**src/hw/rtl/ocmd_pkg.sv**
```systemverilog
// Package for the one's-complement multiply/divide unit.
// Holds word constants, the pipeline stage record and the per-step arithmetic.
// No dependencies.
`timescale 1ns / 1ps
`default_nettype none

package ocmd_pkg;

  localparam int unsigned WordW = 18;
  localparam int unsigned StepW = 5;

  localparam logic [WordW-1:0] WORD_ONES = 18'o777777;
  localparam logic [WordW-1:0] WORD_M2   = 18'o777776;
  localparam logic [WordW-1:0] WORD_ONE  = 18'o000001;

  // Operation codes.
  localparam logic CMD_MUL = 1'b0;
  localparam logic CMD_DIV = 1'b1;

  // Multiply runs seventeen steps, divide at most nineteen (step count 0 to 022).
  localparam int unsigned MulSteps = 17;
  localparam int unsigned NumIter  = 19;
  localparam logic [StepW-1:0] DIV_LAST = 5'o22;

  typedef struct packed {
    logic             cmd;
    logic [WordW-1:0] acc;
    logic [WordW-1:0] io;
    logic [WordW-1:0] op;
    logic             rs;   // Result sign.
    logic             os;   // Operand sign.
    logic             fin;  // Divide loop has ended.
    logic             ovf;  // Divide ended on overflow.
  } stage_t;

  // End-around-carry add.
  function automatic logic [WordW-1:0] ec_add(input logic [WordW-1:0] a,
                                              input logic [WordW-1:0] b);
    logic [WordW:0] s;
    s = {1'b0, a} + {1'b0, b};
    return s[WordW-1:0] + {{(WordW-1){1'b0}}, s[WordW]};
  endfunction

  // Add with a minus-zero sum forced to plus zero.
  function automatic logic [WordW-1:0] add_step(input logic [WordW-1:0] a,
                                                input logic [WordW-1:0] b);
    if ((a ^ b) == WORD_ONES) begin
      return '0;
    end
    return ec_add(a, b);
  endfunction

  function automatic logic [WordW-1:0] inc_acc(input logic [WordW-1:0] a);
    if (a == WORD_M2) begin
      return '0;
    end else if (a == WORD_ONES) begin
      return WORD_ONE;
    end
    return a + WORD_ONE;
  endfunction

  // Sign fix-up ahead of the loop.
  function automatic stage_t prep(input logic cmd, input logic [WordW-1:0] acc_in,
                                  input logic [WordW-1:0] io_in,
                                  input logic [WordW-1:0] mem);
    stage_t r;
    r.cmd = cmd;
    r.os  = mem[WordW-1];
    r.fin = 1'b0;
    r.ovf = 1'b0;
    if (cmd == CMD_MUL) begin
      r.op  = mem[WordW-1] ? ~mem : mem;
      r.io  = acc_in[WordW-1] ? ~acc_in : acc_in;
      r.acc = '0;
      r.rs  = acc_in[WordW-1];
    end else begin
      r.op  = mem[WordW-1] ? mem : ~mem;
      r.acc = acc_in[WordW-1] ? ~acc_in : acc_in;
      r.io  = acc_in[WordW-1] ? ~io_in : io_in;
      r.rs  = acc_in[WordW-1];
    end
    return r;
  endfunction

  // One loop step; k is the step number of this pipeline stage.
  function automatic stage_t step(input stage_t s, input logic [StepW-1:0] k);
    stage_t           r;
    logic [WordW-1:0] a;
    logic [WordW-1:0] op1;
    logic [WordW-1:0] na;
    logic [WordW-1:0] nio;
    logic             done;
    r = s;
    if (s.cmd == CMD_MUL) begin
      if (k < StepW'(MulSteps)) begin
        a     = s.io[0] ? ec_add(s.acc, s.op) : s.acc;
        r.io  = {a[0], s.io[WordW-1:1]};
        r.acc = {1'b0, a[WordW-1:1]};
      end
    end else if (!s.fin) begin
      a    = add_step(s.acc, s.op);
      op1  = s.op[WordW-1] ? ~s.op : s.op;
      done = (k == DIV_LAST) || ((k == '0) && !a[WordW-1]);
      if (done) begin
        r.acc = a;
        r.op  = op1;
        r.fin = 1'b1;
        r.ovf = (k == '0);
      end else begin
        r.op = a[WordW-1] ? op1 : ~op1;
        na   = {a[WordW-2:0], s.io[WordW-1]};
        nio  = {s.io[WordW-2:0], ~a[WordW-1]};
        r.io  = nio;
        r.acc = a[WordW-1] ? inc_acc(na) : na;
      end
    end
    return r;
  endfunction

endpackage

`default_nettype wire

```
**src/hw/rtl/ocmd_if.sv**
```systemverilog
// Handshake interfaces for the multiply/divide unit: request and response.
// Depends on ocmd_pkg for the word width.
`timescale 1ns / 1ps
`default_nettype none

interface ocmd_req_if;
  logic                         valid;
  logic                         ready;
  logic                         cmd;
  logic [ocmd_pkg::WordW-1:0]   acc_in;
  logic [ocmd_pkg::WordW-1:0]   io_in;
  logic [ocmd_pkg::WordW-1:0]   mem_operand;
  modport source (output valid, cmd, acc_in, io_in, mem_operand, input ready);
  modport sink (input valid, cmd, acc_in, io_in, mem_operand, output ready);
endinterface

interface ocmd_rsp_if;
  logic                         valid;
  logic                         ready;
  logic [ocmd_pkg::WordW-1:0]   acc_out;
  logic [ocmd_pkg::WordW-1:0]   io_out;
  logic                         skip;
  modport source (output valid, acc_out, io_out, skip, input ready);
  modport sink (input valid, acc_out, io_out, skip, output ready);
endinterface

`default_nettype wire

```
**src/hw/rtl/ones_complement_mul_div_top.sv**
```systemverilog
// Eighteen-bit one's-complement multiply/divide unit, fully pipelined.
// Request channel (req): cmd (0 multiply, 1 divide), acc_in, io_in and
// mem_operand move in one transaction when valid and ready are both high.
// Response channel (rsp): acc_out, io_out and skip, one transaction per request,
// in request order.
// From request to response valid there is one stage for the sign
// fix-up, nineteen stages of one shift-and-add or non-restoring step each, and
// one stage for the final correction. Throughput is one transaction per cycle
// while the receiver does not stall; every step has its own pipeline stage and adder.
// A multiply uses the first seventeen step stages and passes through the rest;
// a divide that overflows passes through after its first step.
// Reset clears all stage valid bits; the pipeline then stands empty.
// When the receiver stalls with a response waiting, the whole pipeline holds
// and req.ready drops until the response is taken.
// Depends on ocmd_pkg and the interfaces in ocmd_if.
`timescale 1ns / 1ps
`default_nettype none

module ones_complement_mul_div_top (
  input  wire logic  clk,
  input  wire logic  rst,
  ocmd_req_if.sink   req,
  ocmd_rsp_if.source rsp
);

  localparam int unsigned N = ocmd_pkg::NumIter;

  ocmd_pkg::stage_t           stg [0:N];
  logic                       vld [0:N];
  logic                       out_vld;
  logic [ocmd_pkg::WordW-1:0] out_acc;
  logic [ocmd_pkg::WordW-1:0] out_io;
  logic                       out_skip;
  logic                       en;

  ocmd_pkg::stage_t           fs;
  logic [ocmd_pkg::WordW-1:0] fa;
  logic [ocmd_pkg::WordW-1:0] fio;
  logic [ocmd_pkg::WordW-1:0] facc;
  logic [ocmd_pkg::WordW-1:0] res_acc;
  logic [ocmd_pkg::WordW-1:0] res_io;
  logic                       res_skip;

  // The pipeline advances whenever the output register is free or being taken.
  assign en        = !out_vld || rsp.ready;
  assign req.ready = en;

  // Final correction on the last step stage.
  always_comb begin
    fs       = stg[N];
    res_skip = 1'b0;
    fa       = '0;
    fio      = '0;
    facc     = '0;
    if (fs.cmd == ocmd_pkg::CMD_MUL) begin
      if ((fs.rs != fs.os) && !((fs.acc == '0) && (fs.io == '0))) begin
        res_acc = ~fs.acc;
        res_io  = ~fs.io;
      end else begin
        res_acc = fs.acc;
        res_io  = fs.io;
      end
    end else begin
      res_skip = !fs.ovf;
      fa       = ocmd_pkg::add_step(fs.acc, fs.op);
      if (!fs.ovf) begin
        fa = {1'b0, fa[ocmd_pkg::WordW-1:1]};
      end
      fio = fs.io;
      if ((fs.ovf && fs.rs) || (!fs.ovf && (fs.io != '0) && (fs.rs != fs.os))) begin
        fio = ~fs.io;
      end
      facc = ((fa != '0) && fs.rs) ? ~fa : fa;
      if (!fs.ovf) begin
        res_acc = fio;
        res_io  = facc;
      end else begin
        res_acc = facc;
        res_io  = fio;
      end
    end
  end

  // Stage valid bits.
  always_ff @(posedge clk) begin
    if (rst) begin
      for (int i = 0; i <= N; i++) begin
        vld[i] <= 1'b0;
      end
      out_vld <= 1'b0;
    end else if (en) begin
      vld[0] <= req.valid;
      for (int i = 0; i < N; i++) begin
        vld[i+1] <= vld[i];
      end
      out_vld <= vld[N];
    end
  end

  // Stage payloads: fix-up, one step per stage, then the output register.
  always_ff @(posedge clk) begin
    if (en) begin
      stg[0] <= ocmd_pkg::prep(req.cmd, req.acc_in, req.io_in, req.mem_operand);
      for (int i = 0; i < N; i++) begin
        stg[i+1] <= ocmd_pkg::step(stg[i], ocmd_pkg::StepW'(i));
      end
      out_acc  <= res_acc;
      out_io   <= res_io;
      out_skip <= res_skip;
    end
  end

  assign rsp.valid   = out_vld;
  assign rsp.acc_out = out_acc;
  assign rsp.io_out  = out_io;
  assign rsp.skip    = out_skip;

endmodule

`default_nettype wire
```
**src/flat_wrapper.sv**
```systemverilog
// flat-port wrapper written by rule: the top's interface ports become plain ports
module ones_complement_mul_div_top_flat 
  (clk, rst, req_valid, req_cmd, req_acc_in, req_io_in, req_mem_operand, req_ready, rsp_valid, rsp_acc_out, rsp_io_out, rsp_skip, rsp_ready);
  ocmd_req_if req_i ();
  ocmd_rsp_if rsp_i ();
  input  wire logic clk;
  input  wire logic rst;
  input wire logic [$bits(req_i.valid)-1:0] req_valid;
  input wire logic [$bits(req_i.cmd)-1:0] req_cmd;
  input wire logic [$bits(req_i.acc_in)-1:0] req_acc_in;
  input wire logic [$bits(req_i.io_in)-1:0] req_io_in;
  input wire logic [$bits(req_i.mem_operand)-1:0] req_mem_operand;
  output wire logic [$bits(req_i.ready)-1:0] req_ready;
  output wire logic [$bits(rsp_i.valid)-1:0] rsp_valid;
  output wire logic [$bits(rsp_i.acc_out)-1:0] rsp_acc_out;
  output wire logic [$bits(rsp_i.io_out)-1:0] rsp_io_out;
  output wire logic [$bits(rsp_i.skip)-1:0] rsp_skip;
  input wire logic [$bits(rsp_i.ready)-1:0] rsp_ready;
  assign req_i.valid = req_valid;
  assign req_i.cmd = req_cmd;
  assign req_i.acc_in = req_acc_in;
  assign req_i.io_in = req_io_in;
  assign req_i.mem_operand = req_mem_operand;
  assign req_ready = req_i.ready;
  assign rsp_valid = rsp_i.valid;
  assign rsp_acc_out = rsp_i.acc_out;
  assign rsp_io_out = rsp_i.io_out;
  assign rsp_skip = rsp_i.skip;
  assign rsp_i.ready = rsp_ready;
  ones_complement_mul_div_top u_core (.clk(clk), .rst(rst), .req(req_i), .rsp(rsp_i));
endmodule
```
**config.mk**
```make
export PLATFORM = sky130hd
export DESIGN_NAME = ones_complement_mul_div_top_flat
export DESIGN_NICKNAME = d
export VERILOG_FILES = /design/src/hw/rtl/ocmd_pkg.sv /design/src/hw/rtl/ocmd_if.sv /design/src/hw/rtl/ones_complement_mul_div_top.sv /design/src/flat_wrapper.sv
export SDC_FILE = /design/constraint.sdc
export NUM_CORES = 2
export LEC_CHECK = 0
export BUFFER_PORTS_ARGS = -buffer_cell sky130_fd_sc_hd__buf_4
export CAP_MARGIN = 20
export CORE_MARGIN = 2
export CORE_UTILIZATION = 40
export DETAILED_ROUTE_END_ITERATION = 12
export MAX_ROUTING_LAYER = met4
export PLACE_DENSITY = 0.56
export SLEW_MARGIN = 0
export SYNTH_ARGS = -nofsm -noshare
export SYNTH_HDL_FRONTEND = slang
export SYNTH_SLANG_ARGS = --single-unit
```
**constraint.sdc**
```tcl
create_clock -name clk -period 40.2 [get_ports clk]
set_input_delay 2.01 -clock clk [delete_from_list [all_inputs] [get_ports clk]]
set_output_delay 2.01 -clock clk [all_outputs]
set_load 0.01 [all_outputs]
```
======== After elaboration in Yosys (flattened, before gate mapping) ========
Memory sizes are Yosys's and may differ from the RTL's. A register that Yosys moved wholly into a read port is not among the register bits.
Cells that the tools add are included.
operators by class
  add/sub/neg operators ................... 58
  multipliers ............................. 0
  div/mod/pow operators ................... 0
  $lt $le $gt $ge ......................... 0
  equality and inequality tests ........... 57
  shifts and indexed selects .............. 0
  muxes and demuxes ....................... 529
  bitwise operators ....................... 100
  reductions and logical operators ........ 15
operators with widths
  operator                 count
  $mux W18                 268
  $mux W54                 23
  $mux W36                 34
  $eq A18 B18 Y1 const B   56
  $not A18 Y18             42
  $add A18 B18 Y19         20
  $add A18 B1 Y18          20
  $xor A18 B18 Y18         20
  $add A18 B1 Y18 const B  18
  $mux W1                  196
  $mux W55                 2
  $logic_not A18 Y1        2
  $reduce_bool A18 Y1      2
  $or A1 B1 Y1             20
  $not A1 Y1               18
  $mux W2                  6
  $logic_and A1 B1 Y1      6
  $logic_not A1 Y1         3
  $logic_or A1 B1 Y1       2
  $ne A1 B1 Y1             1
word-level totals
  flip-flop bits (word level) ............. 37
  latch bits .............................. 0
  bits in writable memories ............... 1,200
  bits in read-only memories .............. 0
  input bits .............................. 59
  output and inout bits ................... 39
  logic and storage cells ................. 764
  memories kept ........................... 2
memory list
  memory      depth  width  rd ports  clocked after memory_dff  write ports  line                               RTL
  u_core.stg  20     59     20        0                         20           ones_complement_mul_div_top.sv:28  ocmd_pkg::stage_t stg [0:N];
  u_core.vld  20     1      20        1                         20           ones_complement_mul_div_top.sv:29  logic vld [0:N];

======== Depth between registers and ports, before layout ========
An unclocked memory read counts as a cell.
  depth after elaboration ................. 23
  depth in mapped cells ................... 26
  gate-level depth less buffers ........... 25

======== Worst setup path after synthesis ========
OpenSTA, ideal clock, no wires.
  kind .................................... input to output
  from .................................... in rsp_ready
  to ...................................... out req_ready
  arrival time ............................ 25.183 ns
  data required time ...................... 38.190 ns
  slack ................................... 13.007 ns
  cell stages on the path ................. 2
  buffers on the path ..................... 0
  path through ............................ nor2b_1 -> inv_1
between the ends
  longest elaborated chain between the ends .. 1
RTL lines
  item                line                               RTL
  from (decl)         flat_wrapper.sv:18                 input wire logic [$bits(rsp_i.ready)-1:0] rsp_ready;
  $logic_or A1 B1 Y1  ones_complement_mul_div_top.sv:45  assign en = !out_vld || rsp.ready;
  to (decl)           flat_wrapper.sv:13                 output wire logic [$bits(req_i.ready)-1:0] req_ready;
Every way passes these cells.

==> results.yml <==
run:
  max_cap_viol_count: 0
worst_hold_path:
  whs_path_depth: 0
  whs_endpoint: "u_core.stg[3][3]$_DFFE_PN_"
  hold_path_startpoint: "u_core.stg[2][180]$_DFFE_PN_"
  hp-class: "reg -> reg"
timing:
  tightest_slew_ps: 1190
  finalMaxSlewViolations: 0
  setup-tns-final_ps: 0
  max_freq_mhz: 141
  final_hold_viol_count: 0
  fin_hold_ws_ps: 414
  timing.final.crit_share: 0.177
  setup_viol: 0
  rsz0062_at_grt: "false"
  fin_skew_ps: 26.8
  timing.final.crit_period_ps: 7100
  slew_headroom: 0.193
critical_path:
  worst_ep_arrival_time_ps: 7600
  worstPathMaxFanout: 17
  crit_type: "reg -> reg"
  reg2regPathDepth: 25
  end_kind: "flop"
  cp.required_ps: 40700
  r2r_start: "u_core.stg[4][63]$_DFFE_PN_"
  r2r_end: "u_core.stg[4][129]$_DFFE_PN_"
  reg2reg_slack_ps: 33100
  worstSetupStartpointType: "flop"
finish:
  instances_no_fill: 13300
  area_delta_synth_final_pct: 8.70
  drive_above_1_share: 0.0550
  nets: 10500
  nFillCells: 22800
drt:
  dr_total_vias: 79000
  drt-pass1-iter-count: 7
  routed_wirelength_um: 294000
  drc: 0
  final_antenna_net_count: 0
  drt_iter0_markers: 7349
  vias_per_cell: 5.95
  wl_per_cell_um: 22.1
clock_tree:
  ctsResizeCount: 0
  h-tree-depth: 4
  cts_tree: "built"
  hold_buffers: 0
  cts-buffers-inserted: 143
  numClockSinks: 1215
  post_cts_buffers: 0
  clk_latency_ps: 810
  clock-root-buffer: "clkbuf_16"
  cts_max_path_buffers: 3
  clk_pin_slew_ps: 60
synthesis:
  synth-seq-cells: 1215
  netlist_area_sq_mm: 0.0958
  syn_avg_cell_area_sq_um: 9.43
  syn-instance-count: 10200
  synthDistinctLibCells: 116
  synth-main-ff-cell: "edfxtp_1"
  synth_edf_count: 1214
  yosys_warnings: 0
  yosysTopAreaCell: "edfxtp_1"
  synthTopCellsByArea: "edfxtp_1, xnor2_1, ha_1"
  ys_async_sr_fraction: 0
  seq_area_frac_synth: 0.381
  synth_top_area_frac: 0.381
  syn-num-nets: 10700
global_routing:
  grt_max_degree: 184
  grt_pass1_wl_um: 449000
  overflow: 0
  track_usage: 0.240
  antenna_found_initial: 2
  first_global_vias: 74900
floorplan:
  io_pins: 98
  rows: 179
  core_sq_mm: 0.238
  dieWidth_um: 493
  die_area_sq_mm: 0.243
  fp.dieH_um: 493
  initial_core_util: 0.402
place:
  globalplace.congestion: 0.955
  dp_cells: 13000
  port_buffers: 97
  dp_hpwl_um: 227000
outcome:
  status: "finished, final reports clean"
kinds of logic after synthesis:
| group | synth area share |
|---|---|
| compound gates | 0.186 |
| xor+xnor | 0.115 |
| fa+ha+maj | 0.0610 |
| buf+inv | 0.0303 |
| flops | 0.381 |
| mux | 0.0485 |
| other cells | 0.0000391 |
| simple gates | 0.178 |
layout make-up:
type,count,area [sq um],area share
well taps,3167,3960,0.0381
clock inverters,82,975,0.00936
diodes,2,5.00,0.0000481
clock buffers,173,3730,0.0359
repair buffers,191,1610,0.0154
multi-input cells,8200,56500,0.542
inverters,245,927,0.00890
flip-flops and latches,1215,36500,0.350
registers in the layout (all words and copies together), names as in the netlist:
register / flops
u_core.rsp.acc_out: 18
u_core.rsp.io_out: 18
u_core.rsp.skip: 1
u_core.rsp.valid: 1
u_core.stg: 1157
u_core.vld: 20
through the flow:
stage                     utilization  setup slack, ps  area, sq um
after global placement          0.417            33350        99200
final                           0.437            33100       104000
after CTS                       0.437            33160       104000
after floorplan                     -            13010        95800
after global routing            0.437            32460       104000
after detailed placement        0.417            33200        99200
cell usage in the layout, fill, tap and decap left out, drive strengths merged, types with 70 or more instances in the layout:
master and instances:
a21oi 709, nor3 264, xor2 441, a21o 169
clkbuf 175, nand3 303, o21a 102, or3 70
o211ai 87, nor2b 111, mux2i 440, a211oi 280
and2 159, nand2b 100, a31oi 102, and3 111
nor4 109, nor2 1058, nand4 163, a221o 125
ha 435, o21ai 406, nand2 650, buf 189
o221ai 81, edfxtp 1214, xnor2 801, inv 253
layer usage:
metal  wire, um  part of all wire  global-route usage
met1     132000              0.45               0.317
met3      13900             0.047              0.0258
met4      10200             0.035              0.0787
met2     138000              0.47               0.384
met5          0                 0                   -
synthesized netlist by cell type, drive strengths merged, types with 35 or more instances:
cell type,instances
a21oi,709
a221o,125
mux2i,440
inv,243
nand2,650
edfxtp,1214
a211oi,280
nand4,163
nor3,264
and2,159
xor2,441
a22o,39
or2,52
o31ai,47
nor4,109
nor2b,111
ha,435
a31oi,102
a2111oi,35
or3,70
o21a,102
buf,110
a21o,169
nand2b,100
nand3b,43
clkbuf,394
nor3b,44
o211ai,87
and4,37
and3,111
o221ai,81
xnor2,801
nand3,303
a211o,45
o21ai,406
nor2,1058
or4,50
worst max-delay path: stages, from the launching register on:
cell	delay, ps
edfxtp_1	370
ha_1	200
inv_1	60
fa_1	420
nor2b_1	240
o2111ai_1	220
nand3_1	230
a211oi_1	100
nor3b_1	640
o21a_1	190
o21ai_0	110
nand2b_1	120
a21o_1	120
ha_1	160
nand3_1	150
nor3_1	290
and3_1	240
nand4_1	260
nor4_1	660
nand4_1	250
xor2_1	290
mux2i_1	220
buf_4	210
xnor2_1	130
nand2_1	590
xnor2_1	330
worst max-delay path by stage:
| stage | startpoint | endpoint | slack [ps] | cells after the start |
|---|---|---|---|---|
| 6_report | u_core.stg[4][63]$_DFFE_PN_ | u_core.stg[4][129]$_DFFE_PN_ | 33100 | 25 |
| 5_1_grt | u_core.stg[4][63]$_DFFE_PN_ | u_core.stg[4][129]$_DFFE_PN_ | 32460 | 25 |
| 4_1_cts | u_core.stg[4][63]$_DFFE_PN_ | u_core.stg[4][138]$_DFFE_PN_ | 33160 | 25 |
| 3_5_place_dp | u_core.stg[4][63]$_DFFE_PN_ | u_core.stg[4][131]$_DFFE_PN_ | 33200 | 25 |
| 3_3_place_gp | u_core.stg[4][63]$_DFFE_PN_ | u_core.stg[4][169]$_DFFE_PN_ | 33350 | 25 |
| 2_1_floorplan | rsp_ready | req_ready | 13010 | 2 |
Power is not shown: default switching activity piles up to over one toggle a cycle in this logic, so the estimate is an artifact.
